File: config.mk
export PLATFORM = sky130hd
export DESIGN_NAME = sync_header_frame_deframer
export DESIGN_NICKNAME = d
export VERILOG_FILES = /design/src/sv/shfd_pkg.sv /design/src/sv/shfd_front.sv /design/src/sv/shfd_fifo.sv /design/src/sv/shfd_back.sv /design/src/sv/sync_header_frame_deframer.sv
export SDC_FILE = /design/constraint.sdc
export NUM_CORES = 1
export LEC_CHECK = 0
export ABC_CLOCK_PERIOD_IN_PS = 15200
export BUFFER_PORTS_ARGS = -buffer_cell sky130_fd_sc_hd__buf_2
export CAP_MARGIN = 30
export CELL_PAD_IN_SITES_DETAIL_PLACEMENT = 1
export CELL_PAD_IN_SITES_GLOBAL_PLACEMENT = 2
export CORE_UTILIZATION = 45
export DETAILED_ROUTE_END_ITERATION = 16
export GPL_TIMING_DRIVEN = 0
export PLACE_DENSITY_LB_ADDON = 0.25
export SLEW_MARGIN = 15
export SYNTH_ARGS = -nofsm -noshare
export SYNTH_HDL_FRONTEND = slang
export SYNTH_SLANG_ARGS = --single-unit
File: constraint.sdc
create_clock -name clock -period 15.2 [get_ports clock]
set_clock_uncertainty 0.05 [all_clocks]
set_input_delay 1.52 -clock clock [delete_from_list [all_inputs] [get_ports clock]]
set_output_delay 1.52 -clock clock [all_outputs]
set_load 0.05 [all_outputs]
File: src/sv/shfd_pkg.sv
package shfd_pkg;

   localparam int unsigned HEADER_BYTES = 16;
   localparam int unsigned QUEUE_DEPTH = 2;

   localparam int unsigned CMD_W = 16;
   localparam int unsigned HDR_LEN_W = 16;
   localparam int unsigned TAIL_W = 32;
   localparam int unsigned CAP_W = 13;
   localparam int unsigned OUT_LEN_W = 13;
   localparam int unsigned OUT_IDX_W = 13;
   localparam int unsigned CSR_INDEX_W = 2;

   localparam logic [7:0] SYNC_A = 8'hA5;
   localparam logic [7:0] SYNC_B = 8'h5A;

   localparam logic [3:0] HDR_FIRST  = 4'd4;
   localparam logic [3:0] HDR_CMD_LO = 4'd6;
   localparam logic [3:0] HDR_CMD_HI = 4'd7;
   localparam logic [3:0] HDR_LEN_LO = 4'd8;
   localparam logic [3:0] HDR_LEN_HI = 4'd9;
   localparam logic [3:0] HDR_TAIL0  = 4'd12;
   localparam logic [3:0] HDR_TAIL1  = 4'd13;
   localparam logic [3:0] HDR_TAIL2  = 4'd14;
   localparam logic [3:0] HDR_LAST   = 4'(HEADER_BYTES - 1);

   localparam logic [CMD_W-1:0]  AUDIO_CMD_RESET   = 16'h0E21;
   localparam logic [TAIL_W-1:0] TAIL_WORD_RESET   = 32'h1234_5678;
   localparam logic [CAP_W-1:0]  PAYLOAD_CAP_RESET = 13'd128;

   typedef enum logic [CSR_INDEX_W-1:0] {
      REG_AUDIO_CMD   = 2'd0,
      REG_TAIL_WORD   = 2'd1,
      REG_PAYLOAD_CAP = 2'd2
   } csr_index_type;

   typedef enum logic [1:0] {
      KIND_DATA  = 2'd0,
      KIND_EMPTY = 2'd1,
      KIND_LERR  = 2'd2
   } entry_kind_type;

   typedef struct packed {
      entry_kind_type        kind;
      logic [7:0]            data;
      logic [HDR_LEN_W-1:0]  idx;
      logic                  fend;
      logic [CMD_W-1:0]      cmd;
      logic [HDR_LEN_W-1:0]  len;
      logic [TAIL_W-1:0]     tail;
   } entry_type;

endpackage

File: src/sv/shfd_front.sv
module shfd_front #(
   parameter int unsigned MAX_PAYLOAD = 4112
) (
   input  logic                clock,
   input  logic                reset,
   input  logic                req_valid,
   output logic                req_ready,
   input  logic [7:0]          req_rx_byte,
   input  logic                q_full,
   output logic                q_push,
   output shfd_pkg::entry_type q_entry
);

   localparam int unsigned LEN_W = $clog2(MAX_PAYLOAD + 1);

   typedef enum logic [5:0] {
      PH_HUNT0   = 6'b000001,
      PH_HUNT1   = 6'b000010,
      PH_HUNT2   = 6'b000100,
      PH_HUNT3   = 6'b001000,
      PH_HEADER  = 6'b010000,
      PH_PAYLOAD = 6'b100000
   } phase_type;

   phase_type        phase_ff, phase_in;
   logic [3:0]       hdr_cnt_ff, hdr_cnt_in;
   logic [LEN_W-1:0] frame_len_ff, frame_len_in;
   logic [LEN_W-1:0] pay_cnt_ff, pay_cnt_in;
   logic [LEN_W-1:0] pay_cnt_next;
   logic [7:0]       cmd_lo_ff, cmd_hi_ff, len_lo_ff, len_hi_ff;
   logic [7:0]       tail0_ff, tail1_ff, tail2_ff, tail3_ff;
   logic [shfd_pkg::HDR_LEN_W-1:0] hdr_len;
   logic             accept;
   logic             fend;

   assign req_ready    = ~q_full;
   assign accept       = req_valid & ~q_full;
   assign hdr_len      = {len_hi_ff, len_lo_ff};
   assign pay_cnt_next = pay_cnt_ff + 1'b1;
   assign fend         = (pay_cnt_next == frame_len_ff);

   always_comb begin
      phase_in             = phase_ff;
      hdr_cnt_in           = hdr_cnt_ff;
      frame_len_in         = frame_len_ff;
      pay_cnt_in           = pay_cnt_ff;
      q_push               = 1'b0;
      q_entry.kind         = shfd_pkg::KIND_DATA;
      q_entry.data         = 8'd0;
      q_entry.idx          = '0;
      q_entry.fend         = 1'b0;
      q_entry.cmd          = {cmd_hi_ff, cmd_lo_ff};
      q_entry.len          = hdr_len;
      q_entry.tail         = {tail3_ff, tail2_ff, tail1_ff, tail0_ff};
      if (accept) begin
         case (phase_ff)
            PH_HUNT0: begin
               if (req_rx_byte == shfd_pkg::SYNC_A) begin
                  phase_in = PH_HUNT1;
               end
            end
            PH_HUNT1: begin
               phase_in = (req_rx_byte == shfd_pkg::SYNC_A) ? PH_HUNT2 : PH_HUNT0;
            end
            PH_HUNT2: begin
               if (req_rx_byte == shfd_pkg::SYNC_B) begin
                  phase_in = PH_HUNT3;
               end else if (req_rx_byte == shfd_pkg::SYNC_A) begin
                  phase_in = PH_HUNT1;
               end else begin
                  phase_in = PH_HUNT0;
               end
            end
            PH_HUNT3: begin
               if (req_rx_byte == shfd_pkg::SYNC_B) begin
                  phase_in   = PH_HEADER;
                  hdr_cnt_in = shfd_pkg::HDR_FIRST;
               end else if (req_rx_byte == shfd_pkg::SYNC_A) begin
                  phase_in = PH_HUNT1;
               end else begin
                  phase_in = PH_HUNT0;
               end
            end
            PH_HEADER: begin
               hdr_cnt_in = hdr_cnt_ff + 1'b1;
               if (hdr_cnt_ff == shfd_pkg::HDR_LAST) begin
                  q_entry.tail = {req_rx_byte, tail2_ff, tail1_ff, tail0_ff};
                  pay_cnt_in   = '0;
                  if (32'(hdr_len) > 32'(MAX_PAYLOAD)) begin
                     q_push       = 1'b1;
                     q_entry.kind = shfd_pkg::KIND_LERR;
                     phase_in     = PH_HUNT0;
                  end else if (hdr_len == '0) begin
                     q_push       = 1'b1;
                     q_entry.kind = shfd_pkg::KIND_EMPTY;
                     q_entry.fend = 1'b1;
                     phase_in     = PH_HUNT0;
                  end else begin
                     frame_len_in = LEN_W'(hdr_len);
                     phase_in     = PH_PAYLOAD;
                  end
               end
            end
            PH_PAYLOAD: begin
               q_push       = 1'b1;
               q_entry.kind = shfd_pkg::KIND_DATA;
               q_entry.data = req_rx_byte;
               q_entry.idx  = shfd_pkg::HDR_LEN_W'(pay_cnt_ff);
               q_entry.fend = fend;
               pay_cnt_in   = pay_cnt_next;
               if (fend) begin
                  phase_in = PH_HUNT0;
               end
            end
            default: begin
               phase_in = PH_HUNT0;
            end
         endcase
      end
   end

   always_ff @(posedge clock) begin
      if (reset) begin
         phase_ff     <= PH_HUNT0;
         hdr_cnt_ff   <= '0;
         frame_len_ff <= '0;
         pay_cnt_ff   <= '0;
      end else begin
         phase_ff     <= phase_in;
         hdr_cnt_ff   <= hdr_cnt_in;
         frame_len_ff <= frame_len_in;
         pay_cnt_ff   <= pay_cnt_in;
      end
   end

   always_ff @(posedge clock) begin
      if (accept && phase_ff == PH_HEADER) begin
         case (hdr_cnt_ff)
            shfd_pkg::HDR_CMD_LO: cmd_lo_ff <= req_rx_byte;
            shfd_pkg::HDR_CMD_HI: cmd_hi_ff <= req_rx_byte;
            shfd_pkg::HDR_LEN_LO: len_lo_ff <= req_rx_byte;
            shfd_pkg::HDR_LEN_HI: len_hi_ff <= req_rx_byte;
            shfd_pkg::HDR_TAIL0:  tail0_ff  <= req_rx_byte;
            shfd_pkg::HDR_TAIL1:  tail1_ff  <= req_rx_byte;
            shfd_pkg::HDR_TAIL2:  tail2_ff  <= req_rx_byte;
            shfd_pkg::HDR_LAST:   tail3_ff  <= req_rx_byte;
            default: begin
            end
         endcase
      end
   end

   a_payload_count_in_range: assert property (@(posedge clock) disable iff (reset)
      (phase_ff == PH_PAYLOAD) |-> (pay_cnt_ff < frame_len_ff))
      else $error("payload count reached the frame length inside a frame");

endmodule

File: src/sv/shfd_fifo.sv
module shfd_fifo (
   input  logic                clock,
   input  logic                reset,
   input  logic                push,
   input  shfd_pkg::entry_type push_entry,
   input  logic                pop,
   output shfd_pkg::entry_type pop_entry,
   output logic                full,
   output logic                empty
);

   localparam int unsigned DEPTH = shfd_pkg::QUEUE_DEPTH;
   localparam int unsigned PTR_W = (DEPTH > 1) ? $clog2(DEPTH) : 1;
   localparam int unsigned CNT_W = $clog2(DEPTH + 1);

   shfd_pkg::entry_type mem_ff [DEPTH];
   logic [PTR_W-1:0]    wr_ptr_ff, wr_ptr_in;
   logic [PTR_W-1:0]    rd_ptr_ff, rd_ptr_in;
   logic [CNT_W-1:0]    count_ff, count_in;

   assign full      = (count_ff == CNT_W'(DEPTH));
   assign empty     = (count_ff == '0);
   assign pop_entry = mem_ff[rd_ptr_ff];

   always_comb begin
      wr_ptr_in = wr_ptr_ff;
      rd_ptr_in = rd_ptr_ff;
      count_in  = count_ff;
      if (push) begin
         wr_ptr_in = (wr_ptr_ff == PTR_W'(DEPTH - 1)) ? '0 : wr_ptr_ff + 1'b1;
      end
      if (pop) begin
         rd_ptr_in = (rd_ptr_ff == PTR_W'(DEPTH - 1)) ? '0 : rd_ptr_ff + 1'b1;
      end
      if (push && !pop) begin
         count_in = count_ff + 1'b1;
      end else if (pop && !push) begin
         count_in = count_ff - 1'b1;
      end
   end

   always_ff @(posedge clock) begin
      if (reset) begin
         wr_ptr_ff <= '0;
         rd_ptr_ff <= '0;
         count_ff  <= '0;
      end else begin
         wr_ptr_ff <= wr_ptr_in;
         rd_ptr_ff <= rd_ptr_in;
         count_ff  <= count_in;
      end
   end

   always_ff @(posedge clock) begin
      if (push) begin
         mem_ff[wr_ptr_ff] <= push_entry;
      end
   end

   a_count_bounded: assert property (@(posedge clock) disable iff (reset)
      count_ff <= CNT_W'(DEPTH))
      else $error("queue count exceeds its depth");

   a_no_push_when_full: assert property (@(posedge clock) disable iff (reset)
      push |-> !full)
      else $error("queue written while full");

   a_no_pop_when_empty: assert property (@(posedge clock) disable iff (reset)
      pop |-> !empty)
      else $error("queue read while empty");

endmodule

File: src/sv/shfd_back.sv
module shfd_back (
   input  logic                                   clock,
   input  logic                                   reset,
   input  logic                                   csr_valid,
   output logic                                   csr_ready,
   input  logic [shfd_pkg::CSR_INDEX_W-1:0]       csr_index,
   input  logic [shfd_pkg::TAIL_W-1:0]            csr_data,
   input  logic                                   q_empty,
   input  shfd_pkg::entry_type                    q_entry,
   output logic                                   q_pop,
   output logic                                   rsp_valid,
   input  logic                                   rsp_ready,
   output logic [7:0]                             rsp_data_byte,
   output logic                                   rsp_data_valid,
   output logic [shfd_pkg::OUT_IDX_W-1:0]         rsp_byte_index,
   output logic [shfd_pkg::CMD_W-1:0]             rsp_command,
   output logic [shfd_pkg::OUT_LEN_W-1:0]         rsp_frame_length,
   output logic                                   rsp_frame_end,
   output logic                                   rsp_tail_ok,
   output logic                                   rsp_is_audio,
   output logic                                   rsp_payload_kept,
   output logic                                   rsp_length_error
);

   logic [shfd_pkg::CMD_W-1:0]  audio_cmd_ff;
   logic [shfd_pkg::TAIL_W-1:0] tail_word_ff;
   logic [shfd_pkg::CAP_W-1:0]  cap_ff;

   logic                                rsp_valid_ff, rsp_valid_in;
   logic [7:0]                          data_ff, data_in;
   logic                                dvalid_ff, dvalid_in;
   logic [shfd_pkg::OUT_IDX_W-1:0]      idx_ff, idx_in;
   logic [shfd_pkg::CMD_W-1:0]          cmd_ff;
   logic [shfd_pkg::OUT_LEN_W-1:0]      len_ff;
   logic                                fend_ff, fend_in;
   logic                                tok_ff, tok_in;
   logic                                audio_ff, audio_in;
   logic                                kept_ff, kept_in;
   logic                                lerr_ff, lerr_in;
   logic                                len_fits;
   logic                                idx_fits;
   logic                                tail_match;

   assign csr_ready  = 1'b1;
   assign audio_in   = (q_entry.cmd == audio_cmd_ff);
   assign len_fits   = (q_entry.len <= shfd_pkg::HDR_LEN_W'(cap_ff));
   assign idx_fits   = (q_entry.idx < shfd_pkg::HDR_LEN_W'(cap_ff));
   assign tail_match = (q_entry.tail == tail_word_ff);

   assign q_pop        = ~q_empty & (~rsp_valid_ff | rsp_ready);
   assign rsp_valid_in = q_pop | (rsp_valid_ff & ~rsp_ready);

   always_comb begin
      data_in   = 8'd0;
      dvalid_in = 1'b0;
      idx_in    = '0;
      fend_in   = 1'b0;
      tok_in    = 1'b0;
      kept_in   = 1'b0;
      lerr_in   = 1'b0;
      case (q_entry.kind)
         shfd_pkg::KIND_DATA: begin
            data_in   = q_entry.data;
            dvalid_in = audio_in | idx_fits;
            idx_in    = shfd_pkg::OUT_IDX_W'(q_entry.idx);
            fend_in   = q_entry.fend;
            tok_in    = tail_match;
            kept_in   = audio_in | len_fits;
         end
         shfd_pkg::KIND_EMPTY: begin
            fend_in = 1'b1;
            tok_in  = tail_match;
            kept_in = audio_in | len_fits;
         end
         shfd_pkg::KIND_LERR: begin
            lerr_in = 1'b1;
         end
         default: begin
         end
      endcase
   end

   always_ff @(posedge clock) begin
      if (reset) begin
         audio_cmd_ff <= shfd_pkg::AUDIO_CMD_RESET;
         tail_word_ff <= shfd_pkg::TAIL_WORD_RESET;
         cap_ff       <= shfd_pkg::PAYLOAD_CAP_RESET;
      end else if (csr_valid) begin
         case (csr_index)
            shfd_pkg::REG_AUDIO_CMD:   audio_cmd_ff <= csr_data[shfd_pkg::CMD_W-1:0];
            shfd_pkg::REG_TAIL_WORD:   tail_word_ff <= csr_data;
            shfd_pkg::REG_PAYLOAD_CAP: cap_ff       <= csr_data[shfd_pkg::CAP_W-1:0];
            default: begin
            end
         endcase
      end
   end

   always_ff @(posedge clock) begin
      if (reset) begin
         rsp_valid_ff <= 1'b0;
      end else begin
         rsp_valid_ff <= rsp_valid_in;
      end
   end

   always_ff @(posedge clock) begin
      if (q_pop) begin
         data_ff   <= data_in;
         dvalid_ff <= dvalid_in;
         idx_ff    <= idx_in;
         cmd_ff    <= q_entry.cmd;
         len_ff    <= q_entry.len[shfd_pkg::OUT_LEN_W-1:0];
         fend_ff   <= fend_in;
         tok_ff    <= tok_in;
         audio_ff  <= audio_in;
         kept_ff   <= kept_in;
         lerr_ff   <= lerr_in;
      end
   end

   assign rsp_valid        = rsp_valid_ff;
   assign rsp_data_byte    = data_ff;
   assign rsp_data_valid   = dvalid_ff;
   assign rsp_byte_index   = idx_ff;
   assign rsp_command      = cmd_ff;
   assign rsp_frame_length = len_ff;
   assign rsp_frame_end    = fend_ff;
   assign rsp_tail_ok      = tok_ff;
   assign rsp_is_audio     = audio_ff;
   assign rsp_payload_kept = kept_ff;
   assign rsp_length_error = lerr_ff;

endmodule

File: src/sv/sync_header_frame_deframer.sv
// Channel    Direction  Ports
// req        in         req_valid, req_ready, req_rx_byte
// rsp        out        rsp_valid, rsp_ready, rsp_data_byte .. rsp_length_error
// csr        in         csr_valid, csr_ready, csr_index, csr_data
//
// One request is accepted per cycle while the queue is not full; each accepted byte updates the registered parse state.
// A response passes from the request that causes it through the two-entry queue and then
// the output register.
// Reset is synchronous and active high; it restores the register defaults and the hunt state.
// The input stalls only when the queue is full. With a payload byte every cycle the queue holds
// one entry, so rsp_ready low while a response waits stalls the next request.
module sync_header_frame_deframer #(
   parameter int unsigned MAX_PAYLOAD = 4112
) (
   input  logic                               clock,
   input  logic                               reset,
   input  logic                               req_valid,
   output logic                               req_ready,
   input  logic [7:0]                         req_rx_byte,
   output logic                               rsp_valid,
   input  logic                               rsp_ready,
   output logic [7:0]                         rsp_data_byte,
   output logic                               rsp_data_valid,
   output logic [shfd_pkg::OUT_IDX_W-1:0]     rsp_byte_index,
   output logic [shfd_pkg::CMD_W-1:0]         rsp_command,
   output logic [shfd_pkg::OUT_LEN_W-1:0]     rsp_frame_length,
   output logic                               rsp_frame_end,
   output logic                               rsp_tail_ok,
   output logic                               rsp_is_audio,
   output logic                               rsp_payload_kept,
   output logic                               rsp_length_error,
   input  logic                               csr_valid,
   output logic                               csr_ready,
   input  logic [shfd_pkg::CSR_INDEX_W-1:0]   csr_index,
   input  logic [shfd_pkg::TAIL_W-1:0]        csr_data
);

   logic                q_full;
   logic                q_empty;
   logic                q_push;
   logic                q_pop;
   shfd_pkg::entry_type push_entry;
   shfd_pkg::entry_type pop_entry;

   shfd_front #(
      .MAX_PAYLOAD (MAX_PAYLOAD)
   ) u_front (
      .clock       (clock),
      .reset       (reset),
      .req_valid   (req_valid),
      .req_ready   (req_ready),
      .req_rx_byte (req_rx_byte),
      .q_full      (q_full),
      .q_push      (q_push),
      .q_entry     (push_entry)
   );

   shfd_fifo u_fifo (
      .clock      (clock),
      .reset      (reset),
      .push       (q_push),
      .push_entry (push_entry),
      .pop        (q_pop),
      .pop_entry  (pop_entry),
      .full       (q_full),
      .empty      (q_empty)
   );

   shfd_back u_back (
      .clock            (clock),
      .reset            (reset),
      .csr_valid        (csr_valid),
      .csr_ready        (csr_ready),
      .csr_index        (csr_index),
      .csr_data         (csr_data),
      .q_empty          (q_empty),
      .q_entry          (pop_entry),
      .q_pop            (q_pop),
      .rsp_valid        (rsp_valid),
      .rsp_ready        (rsp_ready),
      .rsp_data_byte    (rsp_data_byte),
      .rsp_data_valid   (rsp_data_valid),
      .rsp_byte_index   (rsp_byte_index),
      .rsp_command      (rsp_command),
      .rsp_frame_length (rsp_frame_length),
      .rsp_frame_end    (rsp_frame_end),
      .rsp_tail_ok      (rsp_tail_ok),
      .rsp_is_audio     (rsp_is_audio),
      .rsp_payload_kept (rsp_payload_kept),
      .rsp_length_error (rsp_length_error)
   );

endmodule

==> results.sh, run 1 <==
export IMPL_maxSlewHeadroom_pct=37.7
export IMPL_wl_per_cell_um=22.6
export IMPL_port_buffers=104
export IMPL_max_stage_delay_ps=410
export IMPL_post_route_util_pct=53.2
export IMPL_crit_fanout=10
export IMPL_hpwl_um=30000
export IMPL_avgSynthCellArea_um2=13.1
export IMPL_p_leak_nw=6.95
export IMPL_vias_per_cell=5.37
export IMPL_synth_distinct_cells=66
export IMPL_crit_arrival_ps=4280
export IMPL_drt_iter0_drc=580
export IMPL_coreArea_um2=35500
export IMPL_via_count=10126
export IMPL_root_buffer="clkbuf_16"
export IMPL_syn_to_final_growth_pct=16.6
export IMPL_grt_max_degree=58
export IMPL_drv_cap=0
export IMPL_cp_cell_sequence="clkbuf_1 -> buf_2 -> buf_2 -> buf_2 -> buf_2 -> mux2i_1 -> inv_1 -> ha_1 -> a21boi_0 -> o21a_1 -> o211ai_1 -> a211o_1 -> a31oi_1 -> nor2_1"
export IMPL_grt_pass1_wl_um=62900
export IMPL_grt_overflow=0
export IMPL_layout_drive_gt1_share_pct=16.7
export IMPL_finalHoldViolCount=0
export IMPL_dieArea_um2=36800
export IMPL_cp_start_kind="flip-flop"
export IMPL_numClockSinks=399
export IMPL_critPathMostFrequentCell="buf_2"
export IMPL_p_per_area_nw_per_um2=119
export IMPL_start_util_pct=45.7
export IMPL_hold_path_class="reg -> reg"
export IMPL_ys_seq_area_share_pct=67.6
export IMPL_cp_required_ps=15430
export IMPL_die_h_um=192
export IMPL_cts_max_level=2
export IMPL_layout_cells_most_common="edfxtp_1"
export IMPL_synthCells=1234
export IMPL_drc=0
export IMPL_io_pins=106
export IMPL_peakVddDrop_v=0.0000783
export IMPL_track_usage_pct=23.5
export IMPL_ant_nets=0
export IMPL_ys_warn_count=0
export IMPL_final_setup_viol_count=0
export IMPL_syn_area_um2=16200
export IMPL_tightest_slew_ps=934
export IMPL_worst_setup_path_end_kind="flip-flop"
export IMPL_die_x_um=192
export IMPL_num_nets_final=1469
export IMPL_rows=69
export IMPL_clk_latency_ps=550
export IMPL_hold_buffers=0
export IMPL_status="complete, no violations"
export IMPL_critPathKind="reg -> reg"
export IMPL_min_period_over_period_pct=26.7
export IMPL_synth_fp_nets=1312
export IMPL_async_reset_ff_share_pct=0
export IMPL_synth_seq_cells=399
export IMPL_final_cell_mix="edfxtp_1, nand2_1, buf_2, dfxtp_1, nor2_1"
export IMPL_clock_path_buffers=3
export IMPL_antenna_found_initial=2
export IMPL_clkSlewWorstSetupHoldPaths_ps=60
export IMPL_cts_tree="yes"
export IMPL_final_max_slew_viol_count=0
export IMPL_postCtsSetupRepairBufs=0
export IMPL_grt_pass1_vias=10456
export IMPL_synth_edf_count=296
export IMPL_cts_resized=0
export IMPL_first_pass_iters=4
export IMPL_synthFlopType="edfxtp_1"
export IMPL_gp_congestion=0.858
export IMPL_wl_um=42600
export IMPL_finalSetupTns_ps=0
export IMPL_numCtsBuffers=42
export IMPL_fillers=3614
export IMPL_rsz0062_at_grt="false"
export IMPL_timing_fmax_ghz=0.247
export IMPL_period_minus_slack_ps=4050
export IMPL_cp_slowest_cell="buf_2"
## final cells by class
class                   instances  area (um^2)  share of cell area, %
repair buffers                113          722                   3.82
clock buffers                  60         1160                   6.14
clock inverters                16          200                   1.06
diodes                          1         2.50                 0.0133
plain buffers                  55          255                   1.35
well taps                     461          577                   3.05
flip-flops and latches        399        11000                   58.0
inverters                      35          134                  0.709
multi-input cells             745         4880                   25.8
## through the flow
| step | instance area, um^2 | setup WS [ps] | power, W | hold WS [ps] | instances |
|---|---|---|---|---|---|
| detailed placement | 17500 | 10890 | 0.00125 | 382 | 1808 |
| global route | 18900 | 10910 | 0.00231 | 408 | 1884 |
| CTS | 18900 | 11090 | 0.00227 | 392 | 1884 |
| finish | 18900 | 11150 | 0.00225 | 395 | 1885 |
| global placement | 17300 | 5530 | 0.00125 | 372 | 1799 |
| floorplan | 16200 | 8420 | 0.00122 | 371 | 1234 |
## registers in the layout, indices dropped and copies added (netlist names), 2 cells and up, named ones only
name,count
u_back.cap_ff,13
u_back.audio_cmd_ff,16
u_front.tail2_ff,8
u_front.hdr_cnt_ff,4
u_front.tail1_ff,8
u_front.pay_cnt_ff,13
u_back.rsp_data_byte,8
u_front.len_hi_ff,8
u_back.rsp_byte_index,13
u_front.len_lo_ff,8
u_front.frame_len_ff,13
u_fifo.count_ff,2
u_front.cmd_lo_ff,8
u_front.cmd_hi_ff,8
u_front.tail0_ff,8
u_back.tail_word_ff,32
u_front.tail3_ff,8
u_front.phase_ff,6
u_back.rsp_frame_length,13
u_back.rsp_command,16
u_fifo.mem_ff,176
## per-layer routing
metal	routed length [um]	GRT usage [%]
met5	13	0
met2	20400	38.7
met4	1230	8.15
met3	1770	4.31
met1	19200	31.2
## final timing paths
check	from	cells after the start	to	slack [ps]
max	flip-flop	14	u_back.rsp_data_valid$_SDFFCE_PN0P_	11150
min	u_front.cmd_hi_ff[3]$_DFFE_PP_	0	u_fifo.mem_ff[0][59]$_DFFE_PP_	390
max reg2reg	flip-flop	14	u_back.rsp_data_valid$_SDFFCE_PN0P_	11150
min reg2reg	u_front.cmd_hi_ff[3]$_DFFE_PP_	0	u_fifo.mem_ff[0][59]$_DFFE_PP_	390
## worst max-delay path, delay by kind of cell (launching register included)
family / cells / cell delay [ps]
fa+ha+maj: 1 / 280
compound gates: 5 / 900
mux: 1 / 300
simple gates: 1 / 70
flops: 1 / 310
buf+inv: 6 / 1850
## cells by family after synthesis
| logic type | synth area share, % |
|---|---|
| simple gates | 12.5 |
| xor+xnor | 3.73 |
| mux | 6.24 |
| fa+ha+maj | 2.39 |
| other cells | 0.0232 |
| buf+inv | 2.39 |
| flops | 67.6 |
| compound gates | 5.16 |
## synthesized netlist by cell type, types with 23 or more instances
cell | instances | share of area (%)
dfxtp_1 | 103 | 13
clkbuf_1 | 30 | 0.70
and2_1 | 28 | 1.1
inv_1 | 35 | 0.81
nand2_1 | 173 | 4.0
ha_1 | 31 | 2.4
xnor2_1 | 23 | 1.2
mux2_2 | 28 | 1.9
nor2_1 | 86 | 2.0
mux2i_1 | 68 | 4.2
a21oi_1 | 70 | 2.2
edfxtp_1 | 296 | 55
xor2_1 | 46 | 2.5
## power by group
| part | switching [W] | internal (W) | total, W |
|---|---|---|---|
| logic | 0.0000395 | 0.0000194 | 0.0000589 |
| registers | 0.00000579 | 0.00116 | 0.00117 |
| clock network | 0.000420 | 0.000602 | 0.00102 |
| total | 0.000465 | 0.00179 | 0.00225 |
(Power assumes the default switching activity.)
==> run 2: changes to the inputs <==
ABC_CLOCK_PERIOD_IN_PS = 3800   (was 15200)
CORE_UTILIZATION = 42   (was 45)
clock period = 3.8 ns   (was 15.2 ns; I/O delays follow)
==> run 2 against run 1 <==
Design area is 0.25% higher. Count of clock-buffer cells in the layout is 3 lower. Critical path depth is 1 lower. Largest cell class unchanged. Fmax is 17% higher. Via count hardly changed. Total power grew to 4.0 times the previous value. Largest power group unchanged. Core utilization is 3.2 points lower. Sequential share of layout area is 0.14 points lower. Non-clock buffer count is 1 higher.
==> results.sh, run 2 (synthesis gave the netlist of run 1 again) <==
export IMPL_numCtsBuffers=44
export IMPL_wl_per_cell_um=21.8
export IMPL_coreArea_um2=37800
export IMPL_largest_register_ff_count=176
export IMPL_fin_total_pwr_w=0.00891
export IMPL_maxSlewHeadroom_pct=35.7
export IMPL_postCtsSetupRepairBufs=0
export IMPL_track_usage_pct=22.0
export IMPL_die_x_um=198
export IMPL_p_per_area_nw_per_um2=471
export IMPL_ant_nets=0
export IMPL_syn_to_final_growth_pct=16.9
export IMPL_cp_cell_sequence="clkbuf_1 -> buf_6 -> buf_2 -> buf_4 -> mux2i_1 -> inv_1 -> ha_1 -> a21boi_0 -> o21a_1 -> o211ai_1 -> a211o_1 -> a31oi_1 -> nor2_1"
export IMPL_finalHoldViolCount=0
export IMPL_path_buf_inv=5
export IMPL_rows=71
export IMPL_final_cell_mix="edfxtp_1, nand2_1, buf_2, dfxtp_1, nor2_1"
export IMPL_rsz0062_at_grt="false"
export IMPL_vias_per_cell=5.22
export IMPL_start_util_pct=42.8
export IMPL_num_nets_final=1472
export IMPL_wl_um=42200
export IMPL_clock_path_buffers=3
export IMPL_grt_max_degree=58
export IMPL_antenna_found_initial=3
export IMPL_period_minus_slack_ps=3470
export IMPL_drv_cap=0
export IMPL_drc=0
export IMPL_crit_arrival_ps=3690
export IMPL_p_leak_nw=6.80
export IMPL_cp_start_kind="flip-flop"
export IMPL_peakVddDrop_v=0.000227
export IMPL_grt_overflow=0
export IMPL_final_setup_viol_count=0
export IMPL_tightest_slew_ps=965
export IMPL_layout_cells_most_common="edfxtp_1"
export IMPL_final_max_slew_viol_count=0
export IMPL_cp_slowest_cell="buf_6"
export IMPL_min_period_over_period_pct=91.3
export IMPL_numClockSinks=399
export IMPL_dieArea_um2=39400
export IMPL_io_pins=106
export IMPL_port_buffers=104
export IMPL_worst_setup_path_end_kind="flip-flop"
export IMPL_critPathKind="reg -> reg"
export IMPL_layout_top_registers="u_fifo.mem_ff (176), u_back.tail_word_ff (32)"
export IMPL_drt_iter0_drc=590
export IMPL_hpwl_um=29800
export IMPL_path_delay_family="buffers and inverters"
export IMPL_gp_congestion=0.834
export IMPL_finalSetupTns_ps=0
export IMPL_crit_fanout=19
export IMPL_cts_tree="yes"
export IMPL_timing_fmax_ghz=0.288
export IMPL_cts_max_level=2
export IMPL_max_stage_delay_ps=330
export IMPL_cp_required_ps=4030
export IMPL_top_register="u_fifo.mem_ff"
export IMPL_clk_latency_ps=560
export IMPL_clkSlewWorstSetupHoldPaths_ps=60
export IMPL_root_buffer="clkbuf_16"
export IMPL_hold_path_class="in -> reg"
export IMPL_die_h_um=198
export IMPL_status="complete, no violations"
export IMPL_via_count=10127
export IMPL_grt_pass1_vias=10281
export IMPL_first_pass_iters=5
export IMPL_grt_pass1_wl_um=62900
export IMPL_layout_drive_gt1_share_pct=16.9
run 2: power breakdown:
group          switching, W  leakage (nW)  internal, W
sequential        0.0000232          3.50      0.00466
clock               0.00172         0.650      0.00228
combinational      0.000159          2.64    0.0000794
total               0.00190          6.80      0.00701
run 2: worst paths after layout:
check                           slack (ps)                          start                                    to  depth (start not counted)
worst max register to register         330                      flip-flop   u_back.rsp_data_valid$_SDFFCE_PN0P_                         13
worst min register to register         390  u_front.tail0_ff[6]$_DFFE_PP_         u_fifo.mem_ff[1][6]$_DFFE_PP_                          0
worst max-delay path                   330                      flip-flop   u_back.rsp_data_valid$_SDFFCE_PN0P_                         13
worst min-delay path                    20                   csr_data[18]  u_back.tail_word_ff[18]$_SDFFE_PP1P_                          3
run 2: worst reg2reg max path, cell delays in order, from the launching register on:
cell      delay (ps)
dfxtp_1          310
clkbuf_1         270
buf_6            330
buf_2            300
buf_4            300
mux2i_1          280
inv_1             80
ha_1             280
a21boi_0         180
o21a_1           150
o211ai_1         110
a211o_1          280
a31oi_1          190
nor2_1            70
run 2: stage by stage:
| stage | instance area, um^2 | std cells | worst slack [ps] | utilization (%) | hold slack [ps] |
|---|---|---|---|---|---|
| finish | 18900 | 1941 | 332 | 50.0 | 20.2 |
| global route | 18900 | 1941 | 67.9 | 50.0 | 19.1 |
| CTS | 18900 | 1940 | 193 | 50.0 | 2.19 |
| detailed placement | 17600 | 1857 | -233 | 46.4 | 380 |
| global placement | 17400 | 1849 | -888 | 45.9 | 372 |
| floorplan | 16200 | 1234 | 195 | - | 371 |
run 2: metal layers:
metal / track usage, % / routed length (um)
met1: 30.2 / 19400
met2: 36.0 / 20000
met3: 3.63 / 1940
met4: 5.86 / 839
met5: 0 / 0
run 2: repair_timing:
| action | in CTS | in global routing |
|---|---|---|
| hold buffers | 3 | 0 |
| endpoints found under the hold margin | 3 | 0 |
| setup endpoints to repair | 2 | 1 |
| gates resized for setup | 2 | 1 |
run 2: area by class of cell:
cell class / instances / area, um^2
Antenna cell: 1 / 2.50
Buffer: 54 / 259
Clock buffer: 57 / 1150
Clock inverter: 24 / 188
Fill cell: 3943 / 18900
Inverter: 35 / 134
Multi-Input combinational cell: 745 / 4880
Sequential cell: 399 / 11000
Tap cell: 511 / 639
Timing Repair Buffer: 115 / 724
==> run 3: changes to the inputs <==
CORE_UTILIZATION = 35   (was 42)
==> run 3 against run 2 <==
Flip-flop and latch count unchanged. Fmax up 0.25%. Die area grew 20%. Combinational power hardly changed. Cell count increased by 4.3%. Global-route usage fell by 3.5 points. Hold slack better by 6.3 ps. Highest routed layer is now met5. Count of clock-buffer cells in the layout shrank 4. First-iteration DRC count fell by 1.5%. Register-to-register slack about the same.
==> results.sh, run 3 (synthesis gave the netlist of run 1 again) <==
export IMPL_grt_pass1_vias=10342
export IMPL_die_x_um=217
export IMPL_grt_overflow=0
export IMPL_clkSlewWorstSetupHoldPaths_ps=60
export IMPL_min_period_over_period_pct=91.0
export IMPL_p_leak_nw=6.81
export IMPL_start_util_pct=35.6
export IMPL_via_count=10025
export IMPL_drc=0
export IMPL_maxSlewHeadroom_pct=41.7
export IMPL_first_pass_iters=5
export IMPL_root_buffer="clkbuf_16"
export IMPL_postCtsSetupRepairBufs=0
export IMPL_grt_pass1_wl_um=64100
export IMPL_fin_total_pwr_w=0.00906
export IMPL_cts_max_level=2
export IMPL_peakVddDrop_v=0.000373
export IMPL_track_usage_pct=18.4
export IMPL_rsz0062_at_grt="false"
export IMPL_drt_iter0_drc=581
export IMPL_critPathKind="reg -> reg"
export IMPL_timing_fmax_ghz=0.289
export IMPL_cts_tree="yes"
export IMPL_ant_nets=0
export IMPL_drv_cap=0
export IMPL_clk_latency_ps=550
export IMPL_r2r_slack_ps=340
export IMPL_finalHoldViolCount=0
export IMPL_use_met3_pct=2.88
export IMPL_layout_cells_most_common="edfxtp_1"
export IMPL_antenna_found_initial=1
export IMPL_hpwl_um=30700
export IMPL_use_met1_pct=24.8
export IMPL_place_inst=1946
export IMPL_dieArea_um2=47100
export IMPL_clock_path_buffers=3
export IMPL_wl_um=43000
export IMPL_status="complete, no violations"
export IMPL_numClockSinks=399
export IMPL_numCtsBuffers=43
export IMPL_syn_to_final_growth_pct=17.7
export IMPL_cp_required_ps=3990
export IMPL_rows=78
export IMPL_coreArea_um2=45500
export IMPL_io_pins=106
export IMPL_p_per_area_nw_per_um2=475
export IMPL_crit_arrival_ps=3650
export IMPL_largest_register_ff_count=176
export IMPL_worst_setup_path_end_kind="flip-flop"
export IMPL_layout_top_registers="u_fifo.mem_ff (176), u_back.tail_word_ff (32)"
export IMPL_fillers=4774
export IMPL_wl_per_cell_um=21.2
export IMPL_grt_busiest_layer="met2"
export IMPL_top_register="u_fifo.mem_ff"
export IMPL_vias_per_cell=4.95
export IMPL_grtUsageMet2_pct=30.7
export IMPL_grt_max_degree=56
export IMPL_crit_fanout=24
export IMPL_hold_path_class="in -> reg"
export IMPL_num_nets_final=1468
export IMPL_period_minus_slack_ps=3460
export IMPL_post_route_util_pct=41.9
export IMPL_antenna_cells=0
export IMPL_cp_start_kind="flip-flop"
export IMPL_die_h_um=217
export IMPL_final_setup_viol_count=0
export IMPL_tightest_slew_ps=871
export IMPL_gp_congestion=0.788
export IMPL_layout_drive_gt1_share_pct=17.1
export IMPL_final_cells=2025
export IMPL_final_max_slew_viol_count=0
export IMPL_port_buffers=104
export IMPL_final_cell_mix="edfxtp_1, nand2_1, buf_2, dfxtp_1, nor2_1"
## run 3: metal layers
layer  wire, um  vias to the layer above
li1           -                     4752
met1      19700                     5024
met2      20600                      182
met3       1690                       65
met4        921                        2
met5         17                        -
## run 3: where the power goes
group          switching (W)  internal (W)  total, W
Sequential         0.0000219       0.00466   0.00468
Combinational       0.000158     0.0000787  0.000237
Clock                0.00172       0.00242   0.00414
## run 3: final cells by class
class	instances	area, um^2	share of cell area, %
Sequential cell	399	11000	57.4
Multi-Input combinational cell	745	4880	25.6
Clock buffer	53	1140	6.01
Tap cell	600	751	3.94
Timing Repair Buffer	113	694	3.64
Buffer	53	258	1.35
Clock inverter	27	248	1.30
Inverter	35	134	0.702
## run 3: path summary, 6_finish.rpt
path,start,endpoint,cells past startpoint
max,u_front.phase_ff[2]$_SDFFE_PP0P_,u_fifo.mem_ff[0][41]$_DFFE_PP_,9
min,csr_data[18],u_back.tail_word_ff[18]$_SDFFE_PP1P_,3
max reg2reg,u_front.phase_ff[2]$_SDFFE_PP0P_,u_fifo.mem_ff[0][41]$_DFFE_PP_,9
min reg2reg,u_front.tail2_ff[3]$_DFFE_PP_,u_fifo.mem_ff[0][19]$_DFFE_PP_,0
## run 3: timing repair
item                       4_1_cts  5_1_grt
gates resized for setup          4        1
hold buffers                     0        0
setup endpoints to repair       26        2
pin swaps                        0        0
## run 3: worst max-delay path, stage by stage (launching register included)
cell and delay [ps]:
dfxtp_1 290, buf_2 160, nor4_2 320, nand3b_1 260
nor2_2 470, a21oi_1 250, nor2_4 620, buf_12 280
buf_12 220, buf_12 200
## run 3: per-stage QoR
| stage | setup WS, ps | area [um^2] | TNS (ps) | hold slack, ps |
|---|---|---|---|---|
| 6_report | 341 | 19100 | 0 | 26.4 |
| 5_1_grt | 115 | 19100 | 0 | 21.7 |
| 4_1_cts | 151 | 19000 | 0 | 7.45 |
| 3_5_place_dp | -342 | 17700 | -650 | 381 |
| 3_3_place_gp | -952 | 17500 | -163670 | 372 |
| 2_1_floorplan | 195 | 16200 | 0 | 371 |
